File: config.mk
export PLATFORM = sky130hd
export DESIGN_NAME = jts_out
export DESIGN_NICKNAME = d
export VERILOG_FILES = /design/src/rtl/jts_pkg.sv /design/src/rtl/jts_out.sv
export SDC_FILE = /design/constraint.sdc
export NUM_CORES = 1
export LEC_CHECK = 0
export BUFFER_PORTS_ARGS = -buffer_cell sky130_fd_sc_hd__buf_2
export CAP_MARGIN = 10
export CORE_MARGIN = 8
export CORE_UTILIZATION = 40
export DETAILED_ROUTE_END_ITERATION = 10
export PLACE_DENSITY = 0.7
export SLEW_MARGIN = 5
export SYNTH_ARGS = -nofsm -noshare
export SYNTH_HDL_FRONTEND = slang
export SYNTH_SLANG_ARGS = --single-unit
File: constraint.sdc
create_clock -name clk -period 9.9 [get_ports clk]
set_input_delay 1.485 -clock clk [delete_from_list [all_inputs] [get_ports clk]]
set_output_delay 1.485 -clock clk [all_outputs]
set_load 0.02 [all_outputs]
File: src/rtl/jts_pkg.sv
// shared types and constants for the joint target stepper
`default_nettype none

package jts_pkg;

    localparam int MAX_JOINTS = 6;
    localparam int FRAC_BITS  = 12;
    localparam int POS_W      = 16;
    localparam int STEP_W     = 17;
    localparam int GAIN_W     = 16;
    localparam int LIM_W      = 15;
    localparam int IDX_W      = 3;
    localparam int PROD_W     = 33;
    localparam int ACC_W      = 34;

    localparam logic [GAIN_W-1:0] GAIN_RESET  = 16'd4096;
    localparam logic [LIM_W-1:0]  LIMIT_RESET = 15'd3217;

    typedef logic signed [POS_W-1:0]  pos_t;
    typedef logic signed [STEP_W-1:0] step_t;
    typedef logic [POS_W-1:0]         mag_t;

    typedef enum logic
    {
        REG_GAIN  = 1'b0,
        REG_LIMIT = 1'b1
    } cfg_reg_t;

    // per-tick controls broadcast to every joint lane
    typedef struct packed
    {
        logic load;
        logic take_new;
        logic commit;
    } jts_ctrl_t;

endpackage

`default_nettype wire

File: src/rtl/jts_out.sv
// result buffer, shifts out one joint per beat
`default_nettype none

module jts_out
    import jts_pkg::*;
#(
    parameter int JOINTS = 6
)
(
    input  wire logic              clk,
    input  wire logic              rst_n,
    input  wire logic              load,
    input  wire pos_t              pos_in [JOINTS],
    input  wire pos_t              vel_in [JOINTS],
    output logic                   free,
    output logic                   m_tvalid,
    input  wire logic              m_tready,
    output logic [2*POS_W-1:0]     m_tdata,
    output logic [IDX_W-1:0]       m_tuser,
    output logic                   m_tlast
);

    logic             valid_reg;
    logic [IDX_W-1:0] idx_reg;
    pos_t             pos_buf [JOINTS];
    pos_t             vel_buf [JOINTS];
    logic             beat;
    logic             last;

    assign last = idx_reg == IDX_W'(JOINTS - 1);
    assign beat = valid_reg && m_tready;
    assign free = !valid_reg || (m_tready && last);

    always_ff @(posedge clk or negedge rst_n)
    begin
        if (!rst_n)
        begin
            valid_reg <= 1'b0;
            idx_reg   <= '0;
        end
        else if (load)
        begin
            valid_reg <= 1'b1;
            idx_reg   <= '0;
        end
        else if (beat)
        begin
            valid_reg <= !last;
            idx_reg   <= idx_reg + IDX_W'(1);
        end
    end

    always_ff @(posedge clk)
    begin
        if (load)
        begin
            pos_buf <= pos_in;
            vel_buf <= vel_in;
        end
        else if (beat)
        begin
            for (int j = 0; j < JOINTS - 1; j++)
            begin
                pos_buf[j] <= pos_buf[j+1];
                vel_buf[j] <= vel_buf[j+1];
            end
        end
    end

    assign m_tvalid = valid_reg;
    assign m_tdata  = {vel_buf[0], pos_buf[0]};
    assign m_tuser  = idx_reg;
    assign m_tlast  = valid_reg && last;

endmodule

`default_nettype wire

==> key figures <==
Die
  • DIE AREA: 25300 um2
  • Initial Utilization: 40.7%
  • Die X: 159 um
  • Chip height: 159 um
  • Core ar.: 20200 um2
  • Rows: 52
  • IO Pins: 234

Place
  • Routability cong.: 0.744
  • Hpwl dp: 12100 um
  • Port buffer count: 233
  • Placed standard-cell area: 9330 um2

GRT
  • First-pass GRT wire length: 25200 um
  • GRT Total Usage: 13.0%
  • Initial antenna violation count: 6
  • M3 GR Usage: 3.70%
  • Vias in the first global route: 4626
  • GRT Max-Usage Layer: met2
  • Met1 Usage GRT: 14.6%
  • GRT overflow: 0
  • Largest net degree at the start of global routing: 101
  • Met2 global-route usage: 22.4%

Worst setup path
  • CP Cell Sequence: buf_2 -> nand3_1 -> nand2_1 -> buf_2
  • Startpoint types: input pin
  • Crit Reg-Reg Endpoint: m_tdata[20]$_DFFE_PP_
  • Most used cell, CP: buf_2
  • Slowest cell delay on critical path: 0.17 ns
  • CP Depth: 4
  • WP data required: 8.42 ns
  • FF-to-FF path depth: 2
  • Crit path max-delay family: buffers and inverters
  • Max FO, Critical Path: 7
  • Worst R2R Setup Slack: 7.85 ns
  • Critical Path Start: m_tready
  • Critical path capture point type: primary output
  • Critical-path top delay cell: buf_2
  • Kind of critical path: in -> out
  • Crit path DAT: 1.99 ns
  • R2R Path Start: m_tvalid$_DFFE_PN0P_
  • Bufs and invs on worst path: 2
  • Critical Path End: free

Layout
  • Final nets: 827
  • Layout cells sized above 1: 66.7%
  • Finished Cell Area: 9890 um2
  • Area growth, synth to finish: 20.6%

Clock network
  • Clock transition at path regs: 0.07 ns
  • H-tree Lvls: 4
  • Clk buf depth: 2
  • Setup Buffers After CTS: 0
  • # resized after CTS: 0
  • Clk root buf: clkbuf_16
  • Clk_lat worst skew: 0.42 ns
  • TritonCTS clock tree: yes
  • CTS Sinks: 196
  • Hold buffer count at cts: 0
  • CTS buffer count: 17

STA
  • Minimum clock period: 3.48 ns
  • Setup TNS: 0 ns
  • Final Cycle Share: 35.1%
  • Final hold violations: 0
  • RSZ-0062 raised after global routing: false
  • Worst-Margin Slew: 1.04 ns
  • Worst Clk Skew: 0.00743 ns
  • Worst rel slew slack: 30.8%
  • Final setup vio count: 0
  • Final Max Tran Viols: 0
  • Max Clock Freq: 287 MHz
  • Hold WS: 0.544 ns

Synth
  • Synth area leaders: edfxtp_1, mux2_2, buf_4
  • FF+latch count, synth: 196
  • Post-synth cell types: 19
  • Yosys top cell area share: 70.3%
  • Synth warn: 0
  • Post-Synthesis Cells: 424
  • Post-synth net total: 622
  • Post-synth top area cell: edfxtp_1
  • Post-Synthesis Cell Area: 8200 um2
  • Syn Area/Cell: 19.3 um2
  • Sequential area share after synthesis: 71.5%

Drt
  • WL/cell: 18.1 um
  • Vias/cell: 4.56
  • Initial DRC count: 200
  • Drt drc: 0
  • Post-route ant nets: 0
  • Final wirelength: 16600 um
  • First-pass DRT Iterations: 6
  • Via count: 4188

Worst hold path
  • Hold path cells: 1
  • Worst hold path class: reg -> reg

Power
  • P_leak: 0.00388 uW
  • Power density cells: 184 nW/um2
  • VDD IR-drop max: 0.113 mV

Job
  • MaxCap Viol Count: 0

Run status
  • Outcome: finished clean
[layer usage]
metal / share of wire (%) / wire length [um]
met1: 40 / 6650
met2: 53 / 8850
met3: 4.6 / 770
met4: 2.1 / 347
met5: 0 / 0
[kinds of logic (layout without fill, tap and decap cells)]
group	Yosys count	in the layout	synth area share, %
AO/OA/AOI/OAI	6	6	0.534
adder cells (fa/ha/maj)	2	2	0.305
buffers and inverters	52	270	5.07
flip-flops	196	196	71.5
multiplexers	161	161	22.1
other	0	6	0
AND/OR/NAND/NOR	7	7	0.458
[layout by cell type, fill, tap and decap left out, drive strengths merged, types with 2 or more instances in the layout]
master    netlist  final
clkinv          0     11
buf            50    236
edfxtp        192    192
clkinvlp        0      2
dfrtp           4      4
a21oi           2      2
nand3           2      2
diode           0      6
a21o            2      2
inv             1      2
clkbuf          1     19
mux2          161    161
ha              2      2
[layout make-up]
cell class	count	area, um2
Antenna cell	6	15.0
Sequential cell	196	5870
Clock buffer	18	429
Tap cell	270	338
Inverter	1	3.75
Fill cell	1764	10300
Timing Repair Buffer	237	1220
Multi-Input combinational cell	176	1930
Clock inverter	14	90.1
[cells in the mapped netlist]
cell type / n
a21bo_2: 1
buf_6: 10
clkbuf_1: 1
mux2_2: 161
a21o_1: 2
buf_2: 2
nor2_1: 1
inv_1: 1
nand2_1: 1
nand3b_1: 1
buf_4: 38
a311oi_1: 1
nor2b_1: 1
edfxtp_1: 192
ha_1: 2
and3_1: 1
nand3_1: 2
dfrtp_1: 4
a21oi_1: 2
[worst reg2reg max path, cell delays in order (launching register included)]
cell	delay, ns
dfrtp_1	0.52
a21o_4	0.42
buf_4	0.68
[flip-flops by register name, indices dropped and copies added (netlist names)]
signal	flops
pos_buf	80
m_tuser	3
vel_buf	80
m_tdata	32
m_tvalid	1
[worst min-delay path by stage]
stage          slack (ns)                    end                   from
2_1_floorplan        0.52   m_tdata[0]$_DFFE_PP_  pos_buf[64]$_DFFE_PP_
3_3_place_gp         0.53  pos_buf[24]$_DFFE_PP_   pos_buf[8]$_DFFE_PP_
3_5_place_dp         0.53   m_tdata[2]$_DFFE_PP_  pos_buf[66]$_DFFE_PP_
4_1_cts              0.55   m_tdata[2]$_DFFE_PP_  pos_buf[66]$_DFFE_PP_
5_1_grt              0.56  pos_buf[48]$_DFFE_PP_  pos_buf[32]$_DFFE_PP_
6_report             0.54   m_tdata[2]$_DFFE_PP_  pos_buf[66]$_DFFE_PP_
[through the flow]
stage	setup slack, ns	util (%)	power [uW]	cells
after floorplan	4.35	-	1180	424
after global placement	6.02	46.3	1220	879
after detailed placement	5.91	46.3	1230	879
after CTS	6.35	48.8	1840	911
after global routing	6.38	49.1	1890	918
final	6.42	49.1	1820	918
[report_power, final]
| group | leakage, uW | switching (uW) | internal, uW |
|---|---|---|---|
| combinational | 0.00164 | 83.1 | 96.7 |
| clock | 0.000252 | 292 | 319 |
| sequential | 0.00199 | 22.4 | 1010 |
| total | 0.00388 | 397 | 1430 |
No activity file was read; power rests on OpenSTA's default activity.
