File: src/rtl/jts_pkg.sv
// shared types and constants for the joint target stepper
`default_nettype none

package jts_pkg;

    localparam int MAX_JOINTS = 6;
    localparam int FRAC_BITS  = 12;
    localparam int POS_W      = 16;
    localparam int STEP_W     = 17;
    localparam int GAIN_W     = 16;
    localparam int LIM_W      = 15;
    localparam int IDX_W      = 3;
    localparam int PROD_W     = 33;
    localparam int ACC_W      = 34;

    localparam logic [GAIN_W-1:0] GAIN_RESET  = 16'd4096;
    localparam logic [LIM_W-1:0]  LIMIT_RESET = 15'd3217;

    typedef logic signed [POS_W-1:0]  pos_t;
    typedef logic signed [STEP_W-1:0] step_t;
    typedef logic [POS_W-1:0]         mag_t;

    typedef enum logic
    {
        REG_GAIN  = 1'b0,
        REG_LIMIT = 1'b1
    } cfg_reg_t;

    // per-tick controls broadcast to every joint lane
    typedef struct packed
    {
        logic load;
        logic take_new;
        logic commit;
    } jts_ctrl_t;

endpackage

`default_nettype wire

File: src/rtl/jts_metric.sv
// distance-to-target versus step-size test that gates new targets
`default_nettype none

module jts_metric
    import jts_pkg::*;
#(
    parameter int JOINTS = 6
)
(
    input  wire logic clk,
    input  wire logic rst_n,
    input  wire mag_t diff_mag [JOINTS],
    input  wire mag_t step_mag [JOINTS],
    output logic      far
);

    logic   far_reg;
    logic   far_next;
    mag_t   dmax;
    mag_t   smax;
    logic [POS_W+1:0] d3;
    logic [POS_W+1:0] s2;

    always_comb
    begin
        dmax = '0;
        smax = '0;
        for (int j = 0; j < JOINTS; j++)
        begin
            if (diff_mag[j] > dmax)
                dmax = diff_mag[j];
            if (step_mag[j] > smax)
                smax = step_mag[j];
        end
        d3       = {2'b00, dmax} + {1'b0, dmax, 1'b0};
        s2       = {1'b0, smax, 1'b0};
        far_next = d3 > s2;
    end

    always_ff @(posedge clk or negedge rst_n)
    begin
        if (!rst_n)
            far_reg <= 1'b0;
        else
            far_reg <= far_next;
    end

    assign far = far_reg;

endmodule

`default_nettype wire

File: config.mk
export PLATFORM = sky130hd
export DESIGN_NAME = jts_metric
export DESIGN_NICKNAME = d
export VERILOG_FILES = /design/src/rtl/jts_pkg.sv /design/src/rtl/jts_metric.sv
export SDC_FILE = /design/constraint.sdc
export NUM_CORES = 1
export LEC_CHECK = 0
export BUFFER_PORTS_ARGS = -buffer_cell sky130_fd_sc_hd__buf_2
export CAP_MARGIN = 20
export CELL_PAD_IN_SITES_DETAIL_PLACEMENT = 2
export CELL_PAD_IN_SITES_GLOBAL_PLACEMENT = 2
export CORE_MARGIN = 4
export CORE_UTILIZATION = 32
export DETAILED_ROUTE_END_ITERATION = 8
export PLACE_DENSITY = 0.92
export SLEW_MARGIN = 20
export SYNTH_ARGS = -nofsm -noshare
export SYNTH_HDL_FRONTEND = slang
export SYNTH_SLANG_ARGS = --single-unit
File: constraint.sdc
create_clock -name clk -period 0.8 [get_ports clk]
set_input_delay 0.12 -clock clk [delete_from_list [all_inputs] [get_ports clk]]
set_output_delay 0.12 -clock clk [all_outputs]
set_load 0.1 [all_outputs]
==> results of run 1 <==
[kinds of logic after synthesis]
group           synth area share
compound gates             0.254
xor+xnor                  0.0232
fa+ha+maj                  0.338
buf+inv                   0.0824
flops                    0.00354
mux                        0.107
simple gates               0.192
[through the flow]
stage	TNS (ns)	hold WS, ns
floorplan	-13.12	-0.176
global placement	-12.83	-0.102
==> summary.md, run 1 <==
| Metric | Value |
|---|---|
| Status | stopped before the end |
| Failed at | detailed placement (3_5_place_dp) |
| Error | [ERROR DPL-0033] detailed placement checks failed during check placement. |
| Synthesis Warnings | 0 |
| Top cell type by total area after synthesis | ha_1 |
| Seq/Total Area, Yosys | 0.00354 |
| # port buffers | 194 |
| Detail Placement HPWL | 51000 um |
| Starting Density | 0.324 |
| Synth Cell Area | 7060 sq um |
| Mapped Nets | 1380 |
| Number of synthesized register bits | 1 |
| Largest cells by area after synthesis | ha_1, mux2i_1, a21oi_1 |
| Global placement routability congestion | 0.875 |
| Mapped Cells | 1001 |
| Mapped Avg Cell Area | 7.05 sq um |
| Ys flop type | dfrtp_1 |
| Top-count cell post-synth | ha_1 |
| Most frequent cells after synthesis | ha_1, inv_1, a21oi_1, o21ai_0, nor2_1 |
| Io pins | 195 |
| Die X | 157 um |
| FFs w/ async S/R, synth | 1.00 |
| Post-synth EDFFs | 0 |
| Unique masters post-synth | 66 |
| Site Rows | 54 |
| Synth top area share | 0.326 |
| Die Y | 157 um |
==> run 2: changes to the inputs <==
--- a/config.mk
+++ b/config.mk
@@ -7,12 +7,10 @@
 export LEC_CHECK = 0
 export BUFFER_PORTS_ARGS = -buffer_cell sky130_fd_sc_hd__buf_2
 export CAP_MARGIN = 20
-export CELL_PAD_IN_SITES_DETAIL_PLACEMENT = 2
-export CELL_PAD_IN_SITES_GLOBAL_PLACEMENT = 2
 export CORE_MARGIN = 4
-export CORE_UTILIZATION = 32
+export CORE_UTILIZATION = 23
 export DETAILED_ROUTE_END_ITERATION = 8
-export PLACE_DENSITY = 0.92
+export PLACE_DENSITY_LB_ADDON = 0.15
 export SLEW_MARGIN = 20
 export SYNTH_ARGS = -nofsm -noshare
 export SYNTH_HDL_FRONTEND = slang
==> summary.md, run 2 <==
| Metric | Value |
|---|---|
| RSZ-0062 raised after global routing | true |
| Post-CTS Setup Bufs | 0 |
| Die Y | 183 um (+17%) |
| Final critical-path share of the clock period | 17.4 |
| Number of max-cap violations | 0 |
| Post-Route WL | 24700 um |
| Most frequent cells after synthesis | ha_1, inv_1, a21oi_1, o21ai_0, nor2_1 |
| DR WL/cell | 12.7 um |
| Core box area | 30000 sq um |
| Synth Cell Area | 7060 sq um (unchanged) |
| Post-route ant nets | 0 |
| Largest net degree at the start of global routing | 28 |
| Area Overhead vs Synth | 67.0% |
| Mapped Nets | 1380 (unchanged) |
| Nets | 1940 |
| Design area | 11800 sq um |
| Grt ovf | 0 |
| Worst Setup End Kind | register |
| Mapped Avg Cell Area | 7.05 sq um (unchanged) |
| PD cells | 3900 nW/um^2 |
| Mapped Cells | 1001 (unchanged) |
| Top cell type by total area after synthesis | ha_1 |
| Number of synthesized register bits | 1 (unchanged) |
| Max reg flops | 1 |
| Failing checks | setup timing |
| First-pass GRT wire length | 40400 um |
| Number of global-route vias before repair | 8676 |
| Synth top area share | 0.326 (unchanged) |
| Fill count | 3264 |
| Non-Filler Instances | 1954 |
| Place WS | -13.38 ns |
| Fin. Hold Viols | 0 |
| Unique masters post-synth | 66 (unchanged) |
| Area of the multi-input gates | 6780 sq um |
| Total die area | 33600 sq um |
| Max Slew Vio Count | 0 |
| Detail Placement HPWL | 23100 um (-55%) |
| Relative slew margins | 0.669 |
| FF/Latch Area | 25.0 sq um |
| Vias | 8755 |
| Worst-path fanout max | 27 |
| Residual DRC | 0 |
| Startpoint types | primary input |
| Seq/Total Area, Yosys | 0.00354 (unchanged) |
| WHS | 0.438 ns |
| Final core utilization | 0.394 |
| Starting Density | 0.236 (-0.0888) |
| Most common cell after layout, fill and taps aside | buf_4 |
| Worst slew pin tran | 0.492 ns |
| Global placement routability congestion | 0.839 (-4.2%) |
| Final setup fails | 1 |
| Site Rows | 63 (+17%) |
| Ys flop type | dfrtp_1 |
| Synthesis Warnings | 0 (unchanged) |
| # port buffers | 194 (unchanged) |
| FFs w/ async S/R, synth | 1.00 (unchanged) |
| Vias per cell | 4.48 |
| First-pass iteration count of the detailed router | 4 |
| Worst EP required | 0.67 ns |
| Die X | 183 um (+17%) |
| Most common cell on crit path | a21oi_1 |
| Io pins | 195 (unchanged) |
| Dpl cells | 1948 |
| Fin crit period | 13.90 ns |
| Highest-delay cell along the critical path | a2111o_1 |
| Status | complete, but fails checks |
| Most frequent cells in the layout | buf_4, buf_2, ha_1 |
| Largest cells by area after synthesis | ha_1, mux2i_1, a21oi_1 |
| Max Freq | 71.9 MHz |
| Post-synth EDFFs | 0 (unchanged) |
| Tot GR Track Use | 0.141 |
| Peak supply drop | 0.00244 V |
| WS Path Type | primary input to register |
| Worst EP arrival | 13.77 ns |
| Ratio of cells with drive above 1 in the final layout | 0.432 |
| Clock slew at reported path FFs | 0 ns |
| Area after DPL | 11700 sq um |
| Initial antenna violation count | 15 |
| Final WS setup | -13.10 ns |
| Lkg Pwr | 0.00634 uW |
| Worst Hold Class | primary input to asynchronous set/reset pin |
| DR iter-0 viols | 206 |
| Slowest stage delay, CP | 0.40 ns |
| Top-count cell post-synth | ha_1 |
-- run 2: cell counts after synthesis --
Identical to the previous run, type by type.
-- run 2: per-layer routing --
layer | wire [um] | part of all wire | up-vias | global-route usage
met1 | 11400 | 0.46 | 3796 | 0.185
met4 | 135 | 0.0055 | 18 | 0.0116
met2 | 11700 | 0.47 | 153 | 0.251
li1 | - | - | 4764 | -
met3 | 1430 | 0.058 | 24 | 0.0248
met5 | 104 | 0.0042 | - | 0
-- run 2: what timing repair did --
item                                    in CTS  in global routing
hold buffers                                 1                  0
endpoints found under the setup margin       1                  1
hold endpoints to repair                     1                  0
pin swaps                                    1                  0
resized for setup                           10                 10
-- run 2: worst max-delay path, delay by kind of cell --
kind / cells / cell delay (ns)
XOR/XNOR: 1 / 0.14
multiplexers: 3 / 0.76
buffers and inverters: 8 / 1.03
adder cells (fa/ha/maj): 9 / 2.47
AO/OA/AOI/OAI: 46 / 7.05
AND/OR/NAND/NOR: 17 / 2.12
-- run 2: power by group --
part	leakage, uW	internal, uW	switching [uW]
Sequential	0.0000111	99.4	20.2
Clock	0.0000000317	0.000838	0
Combinational	0.00633	24600	21300
Total	0.00634	24700	21300
-- run 2: cells by family after synthesis --
family,synth area share
AND/OR/NAND/NOR,0.192
flip-flops,0.00354
adder cells (fa/ha/maj),0.338
buffers and inverters,0.0824
XOR/XNOR,0.0232
multiplexers,0.107
AO/OA/AOI/OAI,0.254
-- run 2: area by class of cell --
class	instances	area share
inverters	123	0.0417
well taps	390	0.0414
multi-input cells	847	0.576
diodes	5	0.00106
flip-flops and latches	1	0.00212
repair buffers	588	0.338
-- run 2: final timing paths --
| path | slack [ns] | from | to |
|---|---|---|---|
| min in group clk | 0.65 | far | far |
| max in group asynchronous | 0.28 | rst_n | far |
| worst max-delay path | -13.10 | diff_mag[90] | far |
| worst min-delay path | 0.44 | rst_n | far |
-- run 2: through the flow --
stage	total power (uW)	setup TNS [ns]
after global routing	51500	-14.37
final	46000	-13.10
after global placement	45500	-13.01
after floorplan	27900	-13.12
after detailed placement	45800	-13.38
after CTS	46200	-13.13
Note: power is estimated with default switching activity, not from simulation.
