--- src/rtl/jts_pkg.sv ---
// shared types and constants for the joint target stepper
`default_nettype none

package jts_pkg;

    localparam int MAX_JOINTS = 6;
    localparam int FRAC_BITS  = 12;
    localparam int POS_W      = 16;
    localparam int STEP_W     = 17;
    localparam int GAIN_W     = 16;
    localparam int LIM_W      = 15;
    localparam int IDX_W      = 3;
    localparam int PROD_W     = 33;
    localparam int ACC_W      = 34;

    localparam logic [GAIN_W-1:0] GAIN_RESET  = 16'd4096;
    localparam logic [LIM_W-1:0]  LIMIT_RESET = 15'd3217;

    typedef logic signed [POS_W-1:0]  pos_t;
    typedef logic signed [STEP_W-1:0] step_t;
    typedef logic [POS_W-1:0]         mag_t;

    typedef enum logic
    {
        REG_GAIN  = 1'b0,
        REG_LIMIT = 1'b1
    } cfg_reg_t;

    // per-tick controls broadcast to every joint lane
    typedef struct packed
    {
        logic load;
        logic take_new;
        logic commit;
    } jts_ctrl_t;

endpackage

`default_nettype wire

--- src/rtl/jts_joint.sv ---
// one joint lane: step/velocity stage, position update stage and per-joint state
`default_nettype none

module jts_joint
    import jts_pkg::*;
(
    input  wire logic              clk,
    input  wire logic              rst_n,
    input  wire jts_ctrl_t         ctrl,
    input  wire pos_t              target,
    input  wire logic [GAIN_W-1:0] gain,
    input  wire logic [LIM_W-1:0]  limit,
    output pos_t                   pos_next,
    output pos_t                   vel,
    output mag_t                   diff_mag,
    output mag_t                   step_mag
);

    localparam logic signed [ACC_W-1:0] HALF    = ACC_W'(1) <<< (FRAC_BITS - 1);
    localparam logic signed [ACC_W-1:0] POS_MAX = ACC_W'(32767);
    localparam logic signed [ACC_W-1:0] POS_MIN = -ACC_W'(32768);

    pos_t  pos_reg;
    pos_t  held_reg;
    step_t step_reg;
    pos_t  vel_reg;

    step_t                     step_new;
    logic signed [STEP_W:0]    dbl;
    logic signed [STEP_W:0]    lim_s;
    logic signed [STEP_W:0]    vel_sel;
    logic signed [PROD_W-1:0]  prod;
    logic signed [ACC_W-1:0]   rnd;
    logic signed [ACC_W-1:0]   delta;
    logic signed [ACC_W-1:0]   sum;
    pos_t                      sat;
    step_t                     diff;
    step_t                     diff_abs;
    step_t                     step_abs;

    // stage one: new step and clamped velocity
    assign step_new = ctrl.take_new ? (STEP_W'(target) - STEP_W'(pos_reg)) : step_reg;
    assign dbl      = $signed({step_new, 1'b0});
    assign lim_s    = $signed({3'b000, limit});

    always_comb
    begin
        if (dbl > lim_s)
            vel_sel = lim_s;
        else if (dbl < -lim_s)
            vel_sel = -lim_s;
        else
            vel_sel = dbl;
    end

    // stage two: scaled move, round half up, saturate, stop at target
    assign prod  = PROD_W'(vel_reg) * $signed({1'b0, gain});
    assign rnd   = ACC_W'(prod) + HALF;
    assign delta = rnd >>> FRAC_BITS;
    assign sum   = ACC_W'(pos_reg) + delta;

    always_comb
    begin
        if (sum > POS_MAX)
            sat = pos_t'(POS_MAX);
        else if (sum < POS_MIN)
            sat = pos_t'(POS_MIN);
        else
            sat = pos_t'(sum);

        if (!vel_reg[POS_W-1] && (sat > held_reg))
            pos_next = held_reg;
        else if (vel_reg[POS_W-1] && (sat < held_reg))
            pos_next = held_reg;
        else
            pos_next = sat;
    end

    always_ff @(posedge clk or negedge rst_n)
    begin
        if (!rst_n)
        begin
            pos_reg  <= '0;
            held_reg <= '0;
            step_reg <= '0;
        end
        else
        begin
            if (ctrl.load && ctrl.take_new)
            begin
                held_reg <= target;
                step_reg <= step_new;
            end
            if (ctrl.commit)
                pos_reg <= pos_next;
        end
    end

    always_ff @(posedge clk)
    begin
        if (ctrl.load)
            vel_reg <= pos_t'(vel_sel);
    end

    assign vel = vel_reg;

    assign diff     = STEP_W'(held_reg) - STEP_W'(pos_reg);
    assign diff_abs = diff[STEP_W-1] ? -diff : diff;
    assign step_abs = step_reg[STEP_W-1] ? -step_reg : step_reg;
    assign diff_mag = diff_abs[POS_W-1:0];
    assign step_mag = step_abs[POS_W-1:0];

endmodule

`default_nettype wire

--- config.mk ---
export PLATFORM = sky130hd
export DESIGN_NAME = jts_joint
export DESIGN_NICKNAME = d
export VERILOG_FILES = /design/src/rtl/jts_pkg.sv /design/src/rtl/jts_joint.sv
export SDC_FILE = /design/constraint.sdc
export NUM_CORES = 1
export LEC_CHECK = 0
export BUFFER_PORTS_ARGS = -buffer_cell sky130_fd_sc_hd__buf_2
export CORE_MARGIN = 2
export CORE_UTILIZATION = 60
export DETAILED_ROUTE_END_ITERATION = 8
export GPL_ROUTABILITY_DRIVEN = 0
export PLACE_DENSITY = 0.79
export SYNTH_ARGS = -nofsm -noshare
export SYNTH_HDL_FRONTEND = slang
export SYNTH_SLANG_ARGS = --single-unit
--- constraint.sdc ---
create_clock -name clk -period 18.22 [get_ports clk]
set_input_delay 2.733 -clock clk [delete_from_list [all_inputs] [get_ports clk]]
set_output_delay 2.733 -clock clk [all_outputs]
set_load 0.005 [all_outputs]
==> flow_summary.json, run 1 <==
{
  "outcome": "completed",
  "syn-mean-instance-area_um2": 8.564,
  "fillerInstances": 2248,
  "synthTopCellsByArea": "fa_1 24%, ha_1 17%, dfrtp_1 7.4%, inv_1 6.7%, and2_1 4.7%",
  "die_w_um": 169.8,
  "viasPerCell": 6.104,
  "yosysUniqueCellTypes": 79,
  "drt_wl_total_um": 43090,
  "cp.depth": 44,
  "hp-class": "reg2reg",
  "crit_arrival_ps": 14100,
  "period_share_pct": 92.36,
  "cts_resized": 0,
  "min_path_cells": 2,
  "drive_gt1_share_pct": 10.43,
  "ios": 116,
  "grt_first_pass_wirelength_um": 71130,
  "grt_use_total_pct": 30.84,
  "async_reset_ff_share_pct": 75.38,
  "fin_setup_tns_ps": 0,
  "design_area_mm2": 0.01754,
  "cts_tree": "yes",
  "nNetsFinal": 2462,
  "synth_top_area_cell": "fa_1",
  "initial_utilization_pct": 61.23,
  "fin_crit_ps": 16830,
  "die_y_um": 169.8,
  "first_pass_iters": 9,
  "clkTransAtPathRegs_ps": 60,
  "wl_per_cell_um": 18.45,
  "worst_r2r_path_depth": 38,
  "design.die.area_mm2": 0.02885,
  "core-area_mm2": 0.02695,
  "drcViolationCount": 0,
  "synth_edf_count": 16,
  "critPathKind": "in2out",
  "required_ps": 15490,
  "r2r_slack_ps": 5730,
  "syn_area_mm2": 0.01650,
  "antenna_found_initial": 0,
  "ant_nets": 0,
  "postSynthCellCount": 1927,
  "cts.path.max_buffers": 2,
  "grt_pass1_vias": 14240,
  "syn_nets": 2400,
  "holdBufCountCts": 0,
  "holdWs_ps": 535.1,
  "grt-ovfl-total": 0,
  "port_buffers": 115,
  "synthFlopType": "dfrtp_1",
  "layout_common_cells": "294 x inv_1, 224 x ha_1, 197 x fa_1, 183 x nand2_1, 123 x and2_1",
  "hold_violations": 0,
  "cts_sinks": 65,
  "ys_ff_latch": 65,
  "cp_slowest_stage_delay_ps": 950,
  "setup_violations": 0,
  "cts_setup_buffers": 0,
  "cp_num_buf_inv": 10,
  "cts_max_level": 3,
  "drv_slew": 0,
  "dp_hpwl_um": 34270,
  "grt_start_max_net_pins": 50,
  "final_common_cell": "inv_1",
  "fp-row-count": 60,
  "clock_latency_ps": 350,
  "yosys_warnings": 0,
  "fmax_mhz": 59.42,
  "startpoint_type": "primary input",
  "maxSlewHeadroom_pct": 22.44,
  "cts_buffers": 9,
  "finClkSkew_ps": 10.40,
  "placed_area_mm2": 0.01725,
  "antennaDiodeCount": 0,
  "drtIter0Drc": 1251,
  "tightest_slew_ps": 1159,
  "yosysSeqAreaShare_pct": 10.34,
  "cpMostUsedCell": "inv_1",
  "end_kind": "output port",
  "largest_register_ffs": 17,
  "maxCapViolCount": 0,
  "synth_top_area_share_pct": 23.90,
  "syn_to_final_growth_pct": 6.277,
  "critPathMaxFanout": 23,
  "slowest_stage": "o41ai_4",
  "num_vias": 14250,
  "root_buffer": "clkbuf_16",
  "cpLargestDelayFamily": "compound AO/OA/AOI/OAI gates",
  "rsz0062_at_grt": "false"
}
[cell type report]
type	instances	area [µm²]	area share (%)
multi-input cells	1500	13410	76.46
repair buffers	119	605.6	3.453
well taps	341	426.7	2.433
inverters	294	1104	6.292
flip-flops and latches	65	1707	9.730
clock inverters	7	61.31	0.3496
clock buffers	9	225.2	1.284
[cell usage after synthesis (4+ instances only)]
cell type,n
o211ai_1,13
edfxtp_1,16
a211oi_1,17
nor4_1,4
xnor2_1,69
o21bai_1,9
buf_2,4
and3_1,8
and2_1,123
a31oi_1,10
or3_1,12
mux2_2,42
o21a_1,15
nor3_1,25
buf_6,4
clkbuf_1,56
o221ai_1,6
inv_1,294
o22ai_1,7
nor2_1,105
ha_1,224
xor2_1,32
or3_4,10
nand2_1,183
nand4_1,17
o31ai_1,8
a21boi_0,5
dfrtp_1,49
a21oi_1,99
a2bb2oi_1,14
a21o_1,40
nand2b_1,21
nand3_1,34
o21ai_0,70
fa_1,197
nor2b_1,11
[tightest hold or removal path: cells and delay by family (launching register included)]
kind,cells,cell delay (ps)
flops,1,380
compound gates,1,70
simple gates,1,50
[path summary, 6_finish.rpt]
check | startpoint | end
worst min register to register | step_reg[15]$_DFFE_PN0P_ | step_reg[15]$_DFFE_PN0P_
worst max register to register | vel[15]$_SDFFCE_PP0P_ | pos_reg[1]$_DFFE_PN0P_
max in group asynchronous | rst_n | pos_reg[6]$_DFFE_PN0P_
worst max-delay path | gain[5] | pos_next[0]
min in group asynchronous | rst_n | step_reg[15]$_DFFE_PN0P_
worst min-delay path | step_reg[15]$_DFFE_PN0P_ | step_reg[15]$_DFFE_PN0P_
[kinds of logic (layout without fill, tap and decap cells)]
group	after synthesis	after routing	synth area share [%]
and+or+nand+nor	574	574	17.54
adders and majority gates	421	421	40.88
buffers and inverters	362	429	8.469
AOI/OAI and AO/OA	359	359	14.36
xor gates and xnor gates	101	101	5.360
DFF	65	65	10.34
muxes	45	45	3.048
[metrics by stage]
step                instances  utilization (%)  setup slack, ps
global route             2335            65.08            588.7
global placement         2319            64.02             1837
floorplan                1927                -             2725
finish                   2335            65.08             1392
CTS                      2335            65.08             1512
detailed placement       2319            64.02             1564
[metal layers]
metal	track usage (%)	up-vias	share of wire (%)
met3	4.977	106	8.9
met1	41.76	6896	41
met2	51.38	703	47
li1	-	6547	-
met4	8.733	0	2.9
met5	0	-	0
Power of run 1 is not shown: default switching activity piles up to over one toggle a cycle in this logic, so the estimate is an artifact.
==> run 2, diff against run 1 <==
==> constraint.sdc (replaced) <==
create_clock -name clk -period 18.9 [get_ports clk]
set_input_delay 2.835 -clock clk [delete_from_list [all_inputs] [get_ports clk]]
set_output_delay 2.835 -clock clk [all_outputs]
set_load 0.005 [all_outputs]
==> run 2 against run 1 <==
Compared with the run above: critical endpoint is now pos_next[13]; worst hold slack is essentially flat; setup slack better by 350 ps; sequential cell count is the same; first-iteration DRC count decreased by 4.4%; critical path type unchanged; routed wire length decreased by 0.44%.
==> flow_summary.json, run 2 (synthesis gave the netlist of run 1 again) <==
{
  "outcome": "completed",
  "tightest_slew_ps": 1154,
  "maxCapViolCount": 0,
  "hold_violations": 0,
  "num_vias": 14070,
  "cpMostUsedCell": "fa_1",
  "cpLargestDelayFamily": "adder cells",
  "cts_setup_buffers": 0,
  "design.die.area_mm2": 0.02885,
  "grt_first_pass_wirelength_um": 70510,
  "clkTransAtPathRegs_ps": 60,
  "largest_register_ffs": 17,
  "required_ps": 16070,
  "cts_tree": "yes",
  "wl_per_cell_um": 18.37,
  "r2r_slack_ps": 6090,
  "cp_slowest_stage_delay_ps": 1050,
  "fmax_mhz": 58.27,
  "dp_hpwl_um": 34490,
  "cts_max_level": 3,
  "antenna_found_initial": 0,
  "period_share_pct": 90.80,
  "min_path_cells": 2,
  "startpoint_type": "primary input",
  "critPathKind": "in2out",
  "ios": 116,
  "cts_resized": 0,
  "drcViolationCount": 0,
  "maxSlewHeadroom_pct": 22.78,
  "drv_slew": 0,
  "grt_start_max_net_pins": 50,
  "viasPerCell": 6.025,
  "clock_latency_ps": 340,
  "fin_crit_ps": 17160,
  "initial_utilization_pct": 61.23,
  "cts.path.max_buffers": 2,
  "die_w_um": 169.8,
  "drt_wl_total_um": 42900,
  "setup_violations": 0,
  "min_from": "step_reg[15]$_DFFE_PN0P_",
  "root_buffer": "clkbuf_16",
  "rr_startpoint": "vel[15]$_SDFFCE_PP0P_",
  "fin_setup_tns_ps": 0,
  "fillerInstances": 2265,
  "hold_end": "step_reg[15]$_DFFE_PN0P_",
  "critPathMaxFanout": 23,
  "cts_sinks": 65,
  "syn_to_final_growth_pct": 6.262,
  "crit_arrival_ps": 14330,
  "drtIter0Drc": 1196,
  "grt-ovfl-total": 0,
  "cp_num_buf_inv": 7,
  "reg2reg_to": "pos_reg[1]$_DFFE_PN0P_",
  "port_buffers": 115,
  "die_y_um": 169.8,
  "grt_pass1_vias": 14260,
  "fp-row-count": 60,
  "core-area_mm2": 0.02695,
  "antennaDiodeCount": 0,
  "end_kind": "output port",
  "holdBufCountCts": 0,
  "nNetsFinal": 2462,
  "grt_use_total_pct": 30.49,
  "hp-class": "reg2reg",
  "final_common_cell": "inv_1",
  "worst_r2r_path_depth": 38,
  "layout_common_cells": "294 x inv_1, 224 x ha_1, 197 x fa_1, 183 x nand2_1, 123 x and2_1",
  "ant_nets": 0,
  "drive_gt1_share_pct": 10.43,
  "finClkSkew_ps": 13.71,
  "first_pass_iters": 8,
  "cts_buffers": 9,
  "slowest_stage": "o41ai_4",
  "rsz0062_at_grt": "false"
}
-- run 2: cell count changes in the layout (fill, tap and decap cells not counted), sizes merged --
cell | before | now
clkinv | 1 | 0
inv | 298 | 299
-- run 2: final cells by class --
type | count | area (µm²) | area share (%)
clock buffers | 9 | 225.2 | 1.284
repair buffers | 119 | 605.6 | 3.453
inverters | 294 | 1104 | 6.293
well taps | 341 | 426.7 | 2.433
multi-input cells | 1500 | 13410 | 76.47
flip-flops and latches | 65 | 1707 | 9.732
clock inverters | 7 | 58.81 | 0.3353
-- run 2: per-stage QoR --
stage / utilization, % / std cells / setup WS (ps) / hold slack, ps / cell area (µm²)
final: 65.07 / 2335 / 1738 / 535.4 / 17540
after global routing: 65.07 / 2335 / 986.7 / 582.3 / 17540
after CTS: 65.07 / 2335 / 1898 / 546.1 / 17540
after detailed placement: 64.02 / 2319 / 1916 / 532.5 / 17250
after global placement: 64.02 / 2319 / 2204 / 520.6 / 17250
after floorplan: - / 1927 / 3201 / 477.2 / 16500
-- run 2: worst max path at each step --
stage | from | end | slack [ps] | cells past startpoint
CTS | gain[5] | pos_next[13] | 1900 | 42
global placement | gain[5] | pos_next[9] | 2200 | 43
finish | gain[4] | pos_next[13] | 1740 | 39
global route | gain[4] | pos_next[12] | 990 | 39
detailed placement | gain[5] | pos_next[13] | 1920 | 42
floorplan | gain[5] | pos_next[12] | 3200 | 43
-- run 2: worst reg2reg max path, delay by kind of cell, from the launching register on --
kind | cells | cell delay, ps
fa+ha+maj | 9 | 4220
compound gates | 11 | 3330
simple gates | 10 | 2800
buf+inv | 6 | 1230
flops | 1 | 780
xor+xnor | 2 | 330
-- run 2: routing by layer --
metal	up-vias	global-route usage (%)	part of all wire [%]
li1	6544	-	-
met1	6787	41.37	42
met2	617	49.65	46
met3	121	5.512	8.7
met4	0	9.922	3.2
met5	-	0	0
Power of run 2 is left out for the same reason.
==> run 3, diff against run 2 <==
--- a/config.mk
+++ b/config.mk
@@ -5,6 +5,7 @@
 export SDC_FILE = /design/constraint.sdc
 export NUM_CORES = 1
 export LEC_CHECK = 0
+export ABC_AREA = 1
 export BUFFER_PORTS_ARGS = -buffer_cell sky130_fd_sc_hd__buf_2
 export CORE_MARGIN = 2
 export CORE_UTILIZATION = 60
==> run 3 against run 2 <==
Compared with the run above: critical path depth rose by 8; critical path type unchanged; critical endpoint is now pos_next[11]; final cell count rose by 28%; non-clock buffer count down 3; sequential share of layout area shrank 0.59 points.
==> flow_summary.json, run 3 <==
{
  "setup_violations": 0,
  "post-route-util_pct": 64.86,
  "r2r_slack_ps": 7740,
  "antenna_found_initial": 0,
  "maxCapViolCount": 0,
  "cp_slowest_stage_delay_ps": 710,
  "yosys_warnings": 0,
  "clock_latency_ps": 340,
  "startpoint_type": "primary input",
  "synthTopCellsByArea": "fa_1 22%, ha_1 16%, nand2_1 16%, inv_1 12%, dfrtp_1 7.0%",
  "largest_register_ffs": 17,
  "required_ps": 16070,
  "grt-ovfl-total": 0,
  "hold_violations": 0,
  "synthFlopType": "dfrtp_1",
  "yosysUniqueCellTypes": 53,
  "nNetsFinal": 3080,
  "drcViolationCount": 0,
  "port_buffers": 115,
  "ys_ff_latch": 65,
  "critPathKind": "in2out",
  "viasPerCell": 5.617,
  "first_pass_iters": 6,
  "drive_gt1_share_pct": 6.511,
  "critPathMaxFanout": 30,
  "yosysMostFrequentCell": "nand2_1",
  "syn_nets": 3035,
  "synth_top_area_cell": "fa_1",
  "cts_resized": 0,
  "wl_met2_um": 22540,
  "cts_buffers": 9,
  "wl_met3_um": 3916,
  "async_reset_ff_share_pct": 75.38,
  "period_share_pct": 84.82,
  "cts.path.max_buffers": 2,
  "ant_nets": 0,
  "tightest_slew_ps": 1172,
  "clkTransAtPathRegs_ps": 60,
  "dp_hpwl_um": 39650,
  "ios": 116,
  "synth_top_area_share_pct": 22.39,
  "syn_area_mm2": 0.01762,
  "holdBufCountCts": 0,
  "grt_first_pass_wirelength_um": 80210,
  "rsz0062_at_grt": "false",
  "core-area_mm2": 0.02878,
  "wl_per_cell_um": 16.29,
  "finClkSkew_ps": 7.783,
  "grt_use_total_pct": 32.32,
  "maxSlewHeadroom_pct": 21.77,
  "drtIter0Drc": 1394,
  "drv_slew": 0,
  "final_common_cell": "nand2_1",
  "die_w_um": 175.4,
  "initial_utilization_pct": 61.21,
  "slowest_stage": "nand2_1",
  "layout_common_cells": "732 x nand2_1, 550 x inv_1, 224 x ha_1, 197 x fa_1, 132 x nor2_1",
  "outcome": "completed",
  "cts_sinks": 65,
  "synthTopCellsByCount": "732 x nand2_1, 550 x inv_1, 224 x ha_1, 197 x fa_1, 132 x nor2_1",
  "cts_tree": "yes",
  "cts_setup_buffers": 0,
  "synth_edf_count": 16,
  "fin_setup_tns_ps": 0,
  "end_kind": "output port",
  "drt_wl_total_um": 48780,
  "postSynthCellCount": 2562,
  "fin_crit_ps": 16030,
  "root_buffer": "clkbuf_16",
  "grt_start_max_net_pins": 50,
  "design.die.area_mm2": 0.03075,
  "antennaDiodeCount": 0,
  "fmax_mhz": 62.38,
  "syn_to_final_growth_pct": 5.952,
  "top_layer": "met4",
  "crit_arrival_ps": 13200,
  "hp-class": "reg2reg",
  "syn-mean-instance-area_um2": 6.876,
  "cpMostUsedCell": "nand2_1",
  "yosysSeqAreaShare_pct": 9.688,
  "wl_met1_um": 20080,
  "num_vias": 16820,
  "cts_max_level": 3,
  "die_y_um": 175.4,
  "grt_pass1_vias": 16650,
  "fp-row-count": 62
}
run 3: cell count changes after synthesis, moves of 14 or more:
| cell | delta |
|---|---|
| a21o_1 | -37 |
| a2bb2oi_1 | -14 |
| and2_1 | -106 |
| inv_1 | +256 |
| mux2_2 | -42 |
| nand2_1 | +549 |
| nand2_2 | +15 |
| nand2b_1 | -19 |
| nand3_1 | +74 |
| nor2_1 | +27 |
| o21ai_0 | +42 |
| xnor2_1 | -46 |
| xor2_1 | +28 |
run 3: layout make-up:
type                            count  area [µm²]
Sequential cell                    65        1707
Fill cell                        2552       10110
Inverter                          552        2072
Timing Repair Buffer              116       583.1
Tap cell                          384       480.5
Multi-Input combinational cell   1863       13490
Clock inverter                      2       60.06
Clock buffer                       13       270.3
run 3: final timing paths:
kind                                        start                  endpoint  cells after the start
min reg2reg                pos_reg[9]$_DFFE_PN0P_    pos_reg[9]$_DFFE_PN0P_                      2
min in group asynchronous                   rst_n  held_reg[15]$_DFFE_PN0P_                      2
max                                       gain[0]              pos_next[11]                     47
max in group asynchronous                   rst_n   pos_reg[10]$_DFFE_PN0P_                      2
min                        pos_reg[9]$_DFFE_PN0P_    pos_reg[9]$_DFFE_PN0P_                      2
max reg2reg                 vel[15]$_SDFFCE_PP0P_    pos_reg[3]$_DFFE_PN0P_                     47
run 3: per-layer routing:
layer	GRT usage, %	vias up
li1	-	7932
met1	42.98	7893
met2	53.71	816
met3	3.506	181
met4	13.78	0
met5	0	-
run 3: worst max-delay path, delay by kind of cell:
family | cells | cell delay (ps)
adder cells (fa/ha/maj) | 9 | 4270
AO/OA/AOI/OAI | 7 | 1190
AND/OR/NAND/NOR | 21 | 3560
XOR/XNOR | 1 | 190
buffers and inverters | 9 | 1130
run 3: logic make-up (layout without fill, tap and decap cells):
family	Yosys count	count (layout)	share of synthesized area, %
AOI/OAI and AO/OA	271	271	8.416
xor gates and xnor gates	84	84	4.219
adders and majority gates	421	421	38.30
buffers and inverters	634	683	13.72
DFF	65	65	9.688
and+or+nand+nor	1087	1087	25.66
run 3: metrics by stage:
step / instance area [µm²] / setup slack, ps / hold WS [ps] / std cells
after global placement: 18340 / 3507 / 501.4 / 2980
after global routing: 18670 / 2193 / 543.1 / 2995
final: 18670 / 2868 / 530.1 / 2995
after detailed placement: 18340 / 3164 / 512.4 / 2980
after floorplan: 17620 / 4750 / 475.7 / 2562
after CTS: 18670 / 3153 / 528.4 / 2995
Power of run 3 is left out for the same reason.
